$ cat config.mk
export PLATFORM = sky130hd
export DESIGN_NAME = servo_sweep_scan_sequencer_unit
export DESIGN_NICKNAME = d
export VERILOG_FILES = /design/src/hdl/sssu_pkg.sv /design/src/hdl/sssu_step.sv /design/src/hdl/servo_sweep_scan_sequencer_unit.sv
export VERILOG_INCLUDE_DIRS = /design/src /design/src/hdl
export SDC_FILE = /design/constraint.sdc
export NUM_CORES = 1
export LEC_CHECK = 0
export BUFFER_PORTS_ARGS = -buffer_cell sky130_fd_sc_hd__buf_4
export CAP_MARGIN = 10
export CORE_UTILIZATION = 66
export DETAILED_ROUTE_END_ITERATION = 16
export GPL_ROUTABILITY_DRIVEN = 0
export PLACE_DENSITY = 0.95
export SYNTH_ARGS = -nofsm -noshare
export SYNTH_HDL_FRONTEND = slang
export SYNTH_HIERARCHICAL = 1
export SYNTH_SLANG_ARGS = --single-unit
export TNS_END_PERCENT = 10
$ cat constraint.sdc
create_clock -name clock -period 16.4 [get_ports clock]
set_clock_uncertainty 0.1 [all_clocks]
set_input_delay 1.64 -clock clock [delete_from_list [all_inputs] [get_ports clock]]
set_output_delay 1.64 -clock clock [all_outputs]
set_load 0.01 [all_outputs]
$ cat src/hdl/servo_sweep_scan_sequencer_unit_assert.svh
// -----------------------------------------------------------------------------
// Servo sweep scan sequencer assertion macros
// Shared concurrent assertion forms; they compile to nothing in synthesis.
// -----------------------------------------------------------------------------
`ifndef SERVO_SWEEP_SCAN_SEQUENCER_UNIT_ASSERT_SVH
`define SERVO_SWEEP_SCAN_SEQUENCER_UNIT_ASSERT_SVH

`ifndef SYNTHESIS

// Same-cycle implication, disabled during reset.
`define SSSU_ASSERT_IMPLY(label, clk, rst, ante, cons) \
   label: assert property (@(posedge clk) disable iff (rst) (ante) |-> (cons)) \
      else $error("servo sweep sequencer: same-cycle check failed");

// Next-cycle implication, disabled during reset.
`define SSSU_ASSERT_NEXT(label, clk, rst, ante, cons) \
   label: assert property (@(posedge clk) disable iff (rst) (ante) |=> (cons)) \
      else $error("servo sweep sequencer: next-cycle check failed");

`else

`define SSSU_ASSERT_IMPLY(label, clk, rst, ante, cons)
`define SSSU_ASSERT_NEXT(label, clk, rst, ante, cons)

`endif

`endif

$ cat src/hdl/sssu_pkg.sv
// -----------------------------------------------------------------------------
// Servo sweep scan sequencer package
// Transfer payload types, register map, mode codes and the target clamp.
// -----------------------------------------------------------------------------
`default_nettype none

package sssu_pkg;

   // Mode codes.
   localparam logic [1:0] MODE_STARTING  = 2'd0;
   localparam logic [1:0] MODE_MOVING    = 2'd1;
   localparam logic [1:0] MODE_MEASURING = 2'd2;

   // Register indexes (byte address is four times the index).
   localparam logic [2:0] REG_LOWER_LIMIT     = 3'd0;
   localparam logic [2:0] REG_UPPER_LIMIT     = 3'd1;
   localparam logic [2:0] REG_SPEED_MAGNITUDE = 3'd2;
   localparam logic [2:0] REG_STEP_ANGLE      = 3'd3;
   localparam logic [2:0] REG_DWELL_MS        = 3'd4;

   localparam int unsigned ADDR_WIDTH = 5;

   // Register reset values.
   localparam logic [14:0] SPEED_RESET = 15'd14157;
   localparam logic [14:0] STEP_RESET  = 15'd357;
   localparam logic [15:0] DWELL_RESET = 16'd1000;

   typedef struct packed {
      logic signed [15:0] measured_angle;
      logic [31:0]        time_ms;
      logic               paused;
   } req_type;

   typedef struct packed {
      logic signed [15:0] speed_cmd;
      logic               cmd_valid;
      logic [1:0]         mode;
      logic signed [15:0] target_angle;
   } rsp_type;

   typedef struct packed {
      logic signed [15:0] lower_limit;
      logic signed [15:0] upper_limit;
      logic [14:0]        speed_magnitude;
      logic [14:0]        step_angle;
      logic [15:0]        dwell_ms;
   } cfg_type;

   typedef struct packed {
      logic [1:0]         mode;
      logic               moving_up;
      logic signed [15:0] target;
      logic [31:0]        arrival_time;
   } state_type;

   // Clamp an 18-bit candidate to the limits; the lower limit is tested first.
   function automatic logic signed [15:0] clamp_angle(
      input logic signed [17:0] value,
      input logic signed [15:0] lower,
      input logic signed [15:0] upper
   );
      logic signed [17:0] lower_ext;
      logic signed [17:0] upper_ext;
      logic signed [15:0] result;
      lower_ext = 18'(lower);
      upper_ext = 18'(upper);
      if (value < lower_ext) begin
         result = lower;
      end else if (value > upper_ext) begin
         result = upper;
      end else begin
         result = value[15:0];
      end
      return result;
   endfunction

endpackage

`default_nettype wire

$ cat src/hdl/sssu_step.sv
// -----------------------------------------------------------------------------
// Servo sweep scan sequencer step logic
// Computes one tick: next mode, direction, target and arrival time, and the
// result transfer, from the current state, the registers and the input item.
// -----------------------------------------------------------------------------
`default_nettype none

module sssu_step
   import sssu_pkg::*;
(
   input  wire state_type state,
   input  wire cfg_type   cfg,
   input  wire req_type   item,
   output state_type      state_next,
   output rsp_type        result
);

   logic               vel_pos;
   logic               vel_neg;
   logic signed [15:0] speed_pos;
   logic signed [15:0] speed_neg;
   logic signed [15:0] velocity;
   logic signed [17:0] angle_ext;
   logic signed [17:0] step_ext;
   logic signed [17:0] angle_up;
   logic signed [17:0] angle_down;
   logic [31:0]        elapsed;
   logic               dwell_done;
   logic               arrived;
   logic               cmd_valid;
   logic signed [15:0] speed_cmd;

   // Velocity and candidate targets.
   assign speed_pos  = signed'({1'b0, cfg.speed_magnitude});
   assign speed_neg  = -speed_pos;
   assign velocity   = state.moving_up ? speed_pos : speed_neg;
   assign vel_pos    = state.moving_up && (cfg.speed_magnitude != '0);
   assign vel_neg    = !state.moving_up && (cfg.speed_magnitude != '0);
   assign angle_ext  = 18'(item.measured_angle);
   assign step_ext   = signed'({3'b000, cfg.step_angle});
   assign angle_up   = angle_ext + step_ext;
   assign angle_down = angle_ext - step_ext;
   assign elapsed    = item.time_ms - state.arrival_time;
   assign dwell_done = elapsed >= {16'h0000, cfg.dwell_ms};
   assign arrived    = (vel_pos && (item.measured_angle >= state.target)) ||
                       (vel_neg && (item.measured_angle <= state.target));

   // Mode sequencing for one unpaused tick.
   always_comb begin
      state_next = state;
      cmd_valid  = 1'b0;
      speed_cmd  = '0;
      if (!item.paused) begin
         unique case (state.mode)
            MODE_STARTING: begin
               state_next.target = clamp_angle('0, cfg.lower_limit, cfg.upper_limit);
               state_next.mode   = MODE_MOVING;
            end
            MODE_MOVING: begin
               if (arrived) begin
                  state_next.mode         = MODE_MEASURING;
                  state_next.arrival_time = item.time_ms;
               end else begin
                  cmd_valid = 1'b1;
                  speed_cmd = velocity;
               end
            end
            MODE_MEASURING: begin
               if (dwell_done) begin
                  if (vel_pos) begin
                     if (angle_up >= 18'(cfg.upper_limit)) begin
                        state_next.moving_up = !state.moving_up;
                        cmd_valid = 1'b1;
                        speed_cmd = speed_neg;
                        state_next.target =
                           clamp_angle(angle_down, cfg.lower_limit, cfg.upper_limit);
                     end else begin
                        state_next.target =
                           clamp_angle(angle_up, cfg.lower_limit, cfg.upper_limit);
                     end
                  end else begin
                     if (angle_down <= 18'(cfg.lower_limit)) begin
                        state_next.moving_up = !state.moving_up;
                        cmd_valid = 1'b1;
                        speed_cmd = state.moving_up ? speed_neg : speed_pos;
                        state_next.target =
                           clamp_angle(angle_up, cfg.lower_limit, cfg.upper_limit);
                     end else begin
                        state_next.target =
                           clamp_angle(angle_down, cfg.lower_limit, cfg.upper_limit);
                     end
                  end
                  state_next.mode = MODE_MOVING;
               end
            end
            default: begin
               // Unused mode code: the tick does nothing.
            end
         endcase
      end
   end

   // Result shows the state after this tick.
   always_comb begin
      result.speed_cmd    = speed_cmd;
      result.cmd_valid    = cmd_valid;
      result.mode         = state_next.mode;
      result.target_angle = state_next.target;
   end

endmodule

`default_nettype wire

$ cat src/hdl/servo_sweep_scan_sequencer_unit.sv
// Pipeline: an item transferred on the input channel is held in the input register;
// its result is offered on the result channel from the result register. One item per
// cycle while the result channel does not stall; the step logic sits between the two.
// Reset: synchronous, active high; clears the mode to starting, direction up,
// target and arrival time to zero, the registers to their defaults and both
// pipeline valid flags.
// -----------------------------------------------------------------------------
// Servo sweep scan sequencer
// Steps a servo target between two angle limits, dwelling at each scan point,
// one result transfer per input tick, with an APB-style register port.
// -----------------------------------------------------------------------------
`default_nettype none

`include "servo_sweep_scan_sequencer_unit_assert.svh"

module servo_sweep_scan_sequencer_unit
   import sssu_pkg::*;
(
   input  wire                   clock,
   input  wire                   reset,
   // Input channel
   input  wire                   req_valid,
   output logic                  req_ready,
   input  wire req_type          req_data,
   // Result channel
   output logic                  rsp_valid,
   input  wire                   rsp_ready,
   output rsp_type               rsp_data,
   // Register port
   input  wire                   psel,
   input  wire                   penable,
   input  wire                   pwrite,
   input  wire [ADDR_WIDTH-1:0]  paddr,
   input  wire [31:0]            pwdata,
   output logic [31:0]           prdata,
   output logic                  pready
);

   cfg_type   cfg_ff;
   cfg_type   cfg_in;
   state_type state_ff;
   state_type state_in;
   req_type   item_ff;
   logic      item_valid_ff;
   rsp_type   rsp_ff;
   rsp_type   rsp_in;
   logic      rsp_valid_ff;
   logic      out_free;
   logic      fire;
   logic      csr_write;
   logic [2:0] reg_index;

   // Register writes.
   assign pready    = 1'b1;
   assign csr_write = psel && penable && pwrite;
   assign reg_index = paddr[ADDR_WIDTH-1:2];

   always_comb begin
      cfg_in = cfg_ff;
      if (csr_write) begin
         unique case (reg_index)
            REG_LOWER_LIMIT:     cfg_in.lower_limit     = signed'(pwdata[15:0]);
            REG_UPPER_LIMIT:     cfg_in.upper_limit     = signed'(pwdata[15:0]);
            REG_SPEED_MAGNITUDE: cfg_in.speed_magnitude = pwdata[14:0];
            REG_STEP_ANGLE:      cfg_in.step_angle      = pwdata[14:0];
            REG_DWELL_MS:        cfg_in.dwell_ms        = pwdata[15:0];
            default: begin
            end
         endcase
      end
   end

   always_ff @(posedge clock) begin
      if (reset) begin
         cfg_ff.lower_limit     <= '0;
         cfg_ff.upper_limit     <= '0;
         cfg_ff.speed_magnitude <= SPEED_RESET;
         cfg_ff.step_angle      <= STEP_RESET;
         cfg_ff.dwell_ms        <= DWELL_RESET;
      end else begin
         cfg_ff <= cfg_in;
      end
   end

   // Register reads.
   always_comb begin
      unique case (reg_index)
         REG_LOWER_LIMIT:     prdata = 32'(cfg_ff.lower_limit);
         REG_UPPER_LIMIT:     prdata = 32'(cfg_ff.upper_limit);
         REG_SPEED_MAGNITUDE: prdata = {17'h00000, cfg_ff.speed_magnitude};
         REG_STEP_ANGLE:      prdata = {17'h00000, cfg_ff.step_angle};
         REG_DWELL_MS:        prdata = {16'h0000, cfg_ff.dwell_ms};
         default:             prdata = '0;
      endcase
   end

   // Pipeline flow: the input register moves on when the result register is free.
   assign out_free  = !rsp_valid_ff || rsp_ready;
   assign fire      = item_valid_ff && out_free;
   assign req_ready = !item_valid_ff || out_free;

   always_ff @(posedge clock) begin
      if (reset) begin
         item_valid_ff <= 1'b0;
      end else if (req_ready) begin
         item_valid_ff <= req_valid;
      end
   end

   always_ff @(posedge clock) begin
      if (req_valid && req_ready) begin
         item_ff <= req_data;
      end
   end

   // Tick computation.
   sssu_step u_step (
      .state      (state_ff),
      .cfg        (cfg_ff),
      .item       (item_ff),
      .state_next (state_in),
      .result     (rsp_in)
   );

   // Sequencer state advances with each tick handed to the result register.
   always_ff @(posedge clock) begin
      if (reset) begin
         state_ff.mode         <= MODE_STARTING;
         state_ff.moving_up    <= 1'b1;
         state_ff.target       <= '0;
         state_ff.arrival_time <= '0;
      end else if (fire) begin
         state_ff <= state_in;
      end
   end

   // Result register.
   always_ff @(posedge clock) begin
      if (reset) begin
         rsp_valid_ff <= 1'b0;
      end else if (out_free) begin
         rsp_valid_ff <= item_valid_ff;
      end
   end

   always_ff @(posedge clock) begin
      if (fire) begin
         rsp_ff <= rsp_in;
      end
   end

   assign rsp_valid = rsp_valid_ff;
   assign rsp_data  = rsp_ff;

   // Checks.
   `SSSU_ASSERT_NEXT(a_paused_holds_state, clock, reset,
      fire && item_ff.paused, $stable(state_ff))
   `SSSU_ASSERT_NEXT(a_result_matches_state, clock, reset,
      fire, (rsp_ff.mode == state_ff.mode) && (rsp_ff.target_angle == state_ff.target))
   `SSSU_ASSERT_IMPLY(a_idle_cmd_zero, clock, reset,
      rsp_valid_ff && !rsp_ff.cmd_valid, rsp_ff.speed_cmd == '0)
   `SSSU_ASSERT_NEXT(a_stalled_item_kept, clock, reset,
      item_valid_ff && !out_free, item_valid_ff && $stable(item_ff))

endmodule

`default_nettype wire

==> impl_results.md <==
* Status: finished, final reports clean
* Cell Pwr Density at between 70 and 80 nW/um^2
* Syn_area_per_cell at 8.53 um^2
* Reg2Reg Depth at 24
* Core Box Area at 24600 um^2
* Global Route Usage Sum at approximately two fifths
* WP data required at 16680 ps
* Largest net degree at the start of global routing at about 110
* Placed Area at 17600 um^2
* Commonest cells post-synth: 165 x ha_1, 161 x a21oi_1, 152 x inv_1
* Initial antenna violation count at 0
* Top FF cell, synth: dfxtp_1
* CP Class: flop to flop
* Diodes inserted at 0
* Nets at ~2.3k
* Flop-to-flop setup slack at approximately 8300 ps
* Share of layout cells above drive strength 1 at between 10% and 20%
* XOR/XNOR Fraction of Synth Area at 2.56%
* Synth Register Bits at between 200 and 250
* Final hold vios at 0
* Total of max-cap violations at 0
* DR iter-0 viols at 2293
* Post-CTS Repair Setup Buffers at 0
* I/O pin cnt at about 160
* Cell taking the most area after synthesis: dfxtp_1
* First-pass GRT wire length at 79600 um
* DRC viols at 0
* Gr ovfl total at 0
* Unique cell type count in the Yosys netlist at 97
* Later-pin clock latency in the skew report at approximately 550 ps
* R2r startpoint: cfg_ff[16]
* Post-synthesis net count at 2222
* CP endpoint kind: flop
* Final slew viol count at 0
* Via count at roughly 16k
* Clock slew at reported path FFs at 60 ps
* Hold-critical path depth at 2
* Final wirelength at 51100 um
* Die W at 161 um
* Slowest CP cell: nand2_1
* Std cell rows at 57
* Die Area at around 26000 um^2
* Sink of the worst hold path: state_ff[6]
* HP Start: state_ff[6]
* Cts hold-fix bufs at 0
* Worst VDD drop at 0.0000912 V
* Cell Area, Synth at 16700 um^2
* Sequence of cells on the critical path: ha_1, inv_1, fa_1, or2_2, a221oi_1, o41ai_1, o41ai_1, o41ai_1, o31ai_1, a21oi_1, ha_1, nand4_1, and4bb_2, a221oi_1, o221a_2, mux2i_1, nand2_1, o211ai_2, nand2_1, o221ai_1, nor2_1, a311o_1, nand3_1, a21oi_1
* Synth Area in Compound Gates at 22.0%
* Setup violations, final at 0
* Yosys warns at 6
* Clock tree from TritonCTS: built
* H-tree depth at 1
* Relative slew slack at approximately a quarter
* Routed WL per cell at about 22 um
* Reg2reg end: state_ff[40]
* Dominant cells by area after synthesis: dfxtp_1 16%, edfxtp_1 15%, ha_1 12%
* Crit path DAT at roughly 8300 ps
* Fin crit period at 8060 ps
* PostCTS Resize Cnt at 0
* Worst slew pin tran at 1130 ps
* Clock Tree Buf Depth at 3
* CP Launch Type: flop
* Max Clk Rate at approximately 120 MHz
* Cells after Synth at 1961
* Vias in the first global route at 15.4k
* Count leader, synth: ha_1
* Multiplexer area fraction after synthesis at 7.03%
* Period utilization at 49.1%
* Post-synth top area share at about 16%
* Port Buffer Count at around 140
* Final instance area at 18400 um^2
* Share of flip-flops with an asynchronous set or reset at 0%
* Clk sinks at 215
* DR pass1 iterations at 13
* Starting Density at 68.0%
* Hpwl dp at 35200 um
* Vias per cell at 6.91
* RSZ-0062 raised after global routing: no
* Area growth syn-to-layout at 9.70%
* Largest family of logic cells by synthesized area: compound AO/OA/AOI/OAI gates
* CTS buffer count at 24
* CP peak stage delay at 710 ps
* Worst path bufs/invs at 1
* Adder-cell share of the synthesized area at 12.7%
* Post-route setup TNS at 0 ps
* Worst hold path type: flop to flop
* CTS Root Cell: clkbuf_16
* Number of synthesized flops with an enable pin at 84
* Cell mode on critical path: o41ai_1
* Synth Area in Simple Gates at 17.1%
* Maximum fanout along the worst path at 19
* Die height at 161 um
* Filler cell count at ~1.6k
* Hold_ws at approximately 380 ps
* Register area share after synthesis at 30.7%
* Cell family with most CP delay: compound AO/OA/AOI/OAI gates
* Post-DRT Antenna Nets at 0
* Static Leakage at ~0.0074 uW
[power by group]
group          switching (uW)  leakage (uW)  internal (uW)  total [uW]
combinational             183       0.00511            118         301
sequential               11.5       0.00187            569         581
clock                     231      0.000382            302         533
[through the flow]
step	instances	utilization [%]	worst slack, ps	power, uW
finish	2340	74.6	8340	1410
CTS	2340	74.6	8930	1400
detailed placement	2296	71.5	8920	876
floorplan	1961	-	10680	792
global placement	2296	71.5	9330	863
global route	2340	74.6	8380	1460
[placed cells by master, fill, tap and decap left out, types with 88 or more instances in the layout]
cell type / Yosys / routed
nand2_1: 122 / 122
o21ai_0: 140 / 140
nand3_1: 88 / 88
a21oi_1: 161 / 161
inv_1: 152 / 152
buf_4: 38 / 154
nor2_1: 119 / 118
dfxtp_1: 131 / 130
ha_1: 165 / 165
[area by class of cell]
cell class / count / area [um^2] / share of cell area (%)
timing repair buffer: 154 / 1160 / 6.30
sequential: 215 / 5150 / 28.0
clock inverter: 10 / 65.1 / 0.354
multi-input combinational: 1451 / 10300 / 56.1
tap: 324 / 405 / 2.21
inverter: 152 / 571 / 3.11
clock buffer: 34 / 709 / 3.86
[kinds of logic (layout without fill, tap and decap cells)]
group	count (synthesis)	after routing
compound gates	564	564
fa+ha+maj	168	168
buf+inv	295	350
simple gates	555	555
xor+xnor	49	49
flops	215	215
other cells	1	1
mux	114	114
[registers in the layout, indices dropped and copies added (netlist names)]
| register | count |
|---|---|
| item_ff | 49 |
| cfg_ff | 78 |
| rsp_valid | 1 |
| state_ff | 51 |
| item_valid_ff | 1 |
| rsp_data | 35 |
[worst max-delay path by stage]
stage	slack [ps]	endpoint	cells past startpoint	startpoint
after floorplan	10680	state_ff[47]	25	cfg_ff[16]
after global placement	9330	state_ff[40]	23	cfg_ff[17]
after detailed placement	8920	state_ff[36]	23	cfg_ff[17]
after CTS	8930	state_ff[40]	24	cfg_ff[16]
after global routing	8380	state_ff[40]	23	cfg_ff[17]
final	8340	state_ff[40]	24	cfg_ff[16]
[layer usage]
metal | GRT usage (%) | vias up | wire length [um] | share of wire [%]
met4 | 27.1 | 0 | 4140 | 8.1
met1 | 45.2 | 7450 | 17800 | 35
li1 | - | 7126 | - | -
met5 | 0 | - | 0 | 0
met2 | 61.4 | 1234 | 22900 | 45
met3 | 9.86 | 354 | 6350 | 12
[tightest hold or removal path, delay by kind of cell, from the launching register on]
family | cells | cell delay (ps)
flops | 1 | 300
compound gates | 2 | 120
Power figures use the tool's default switching activity.
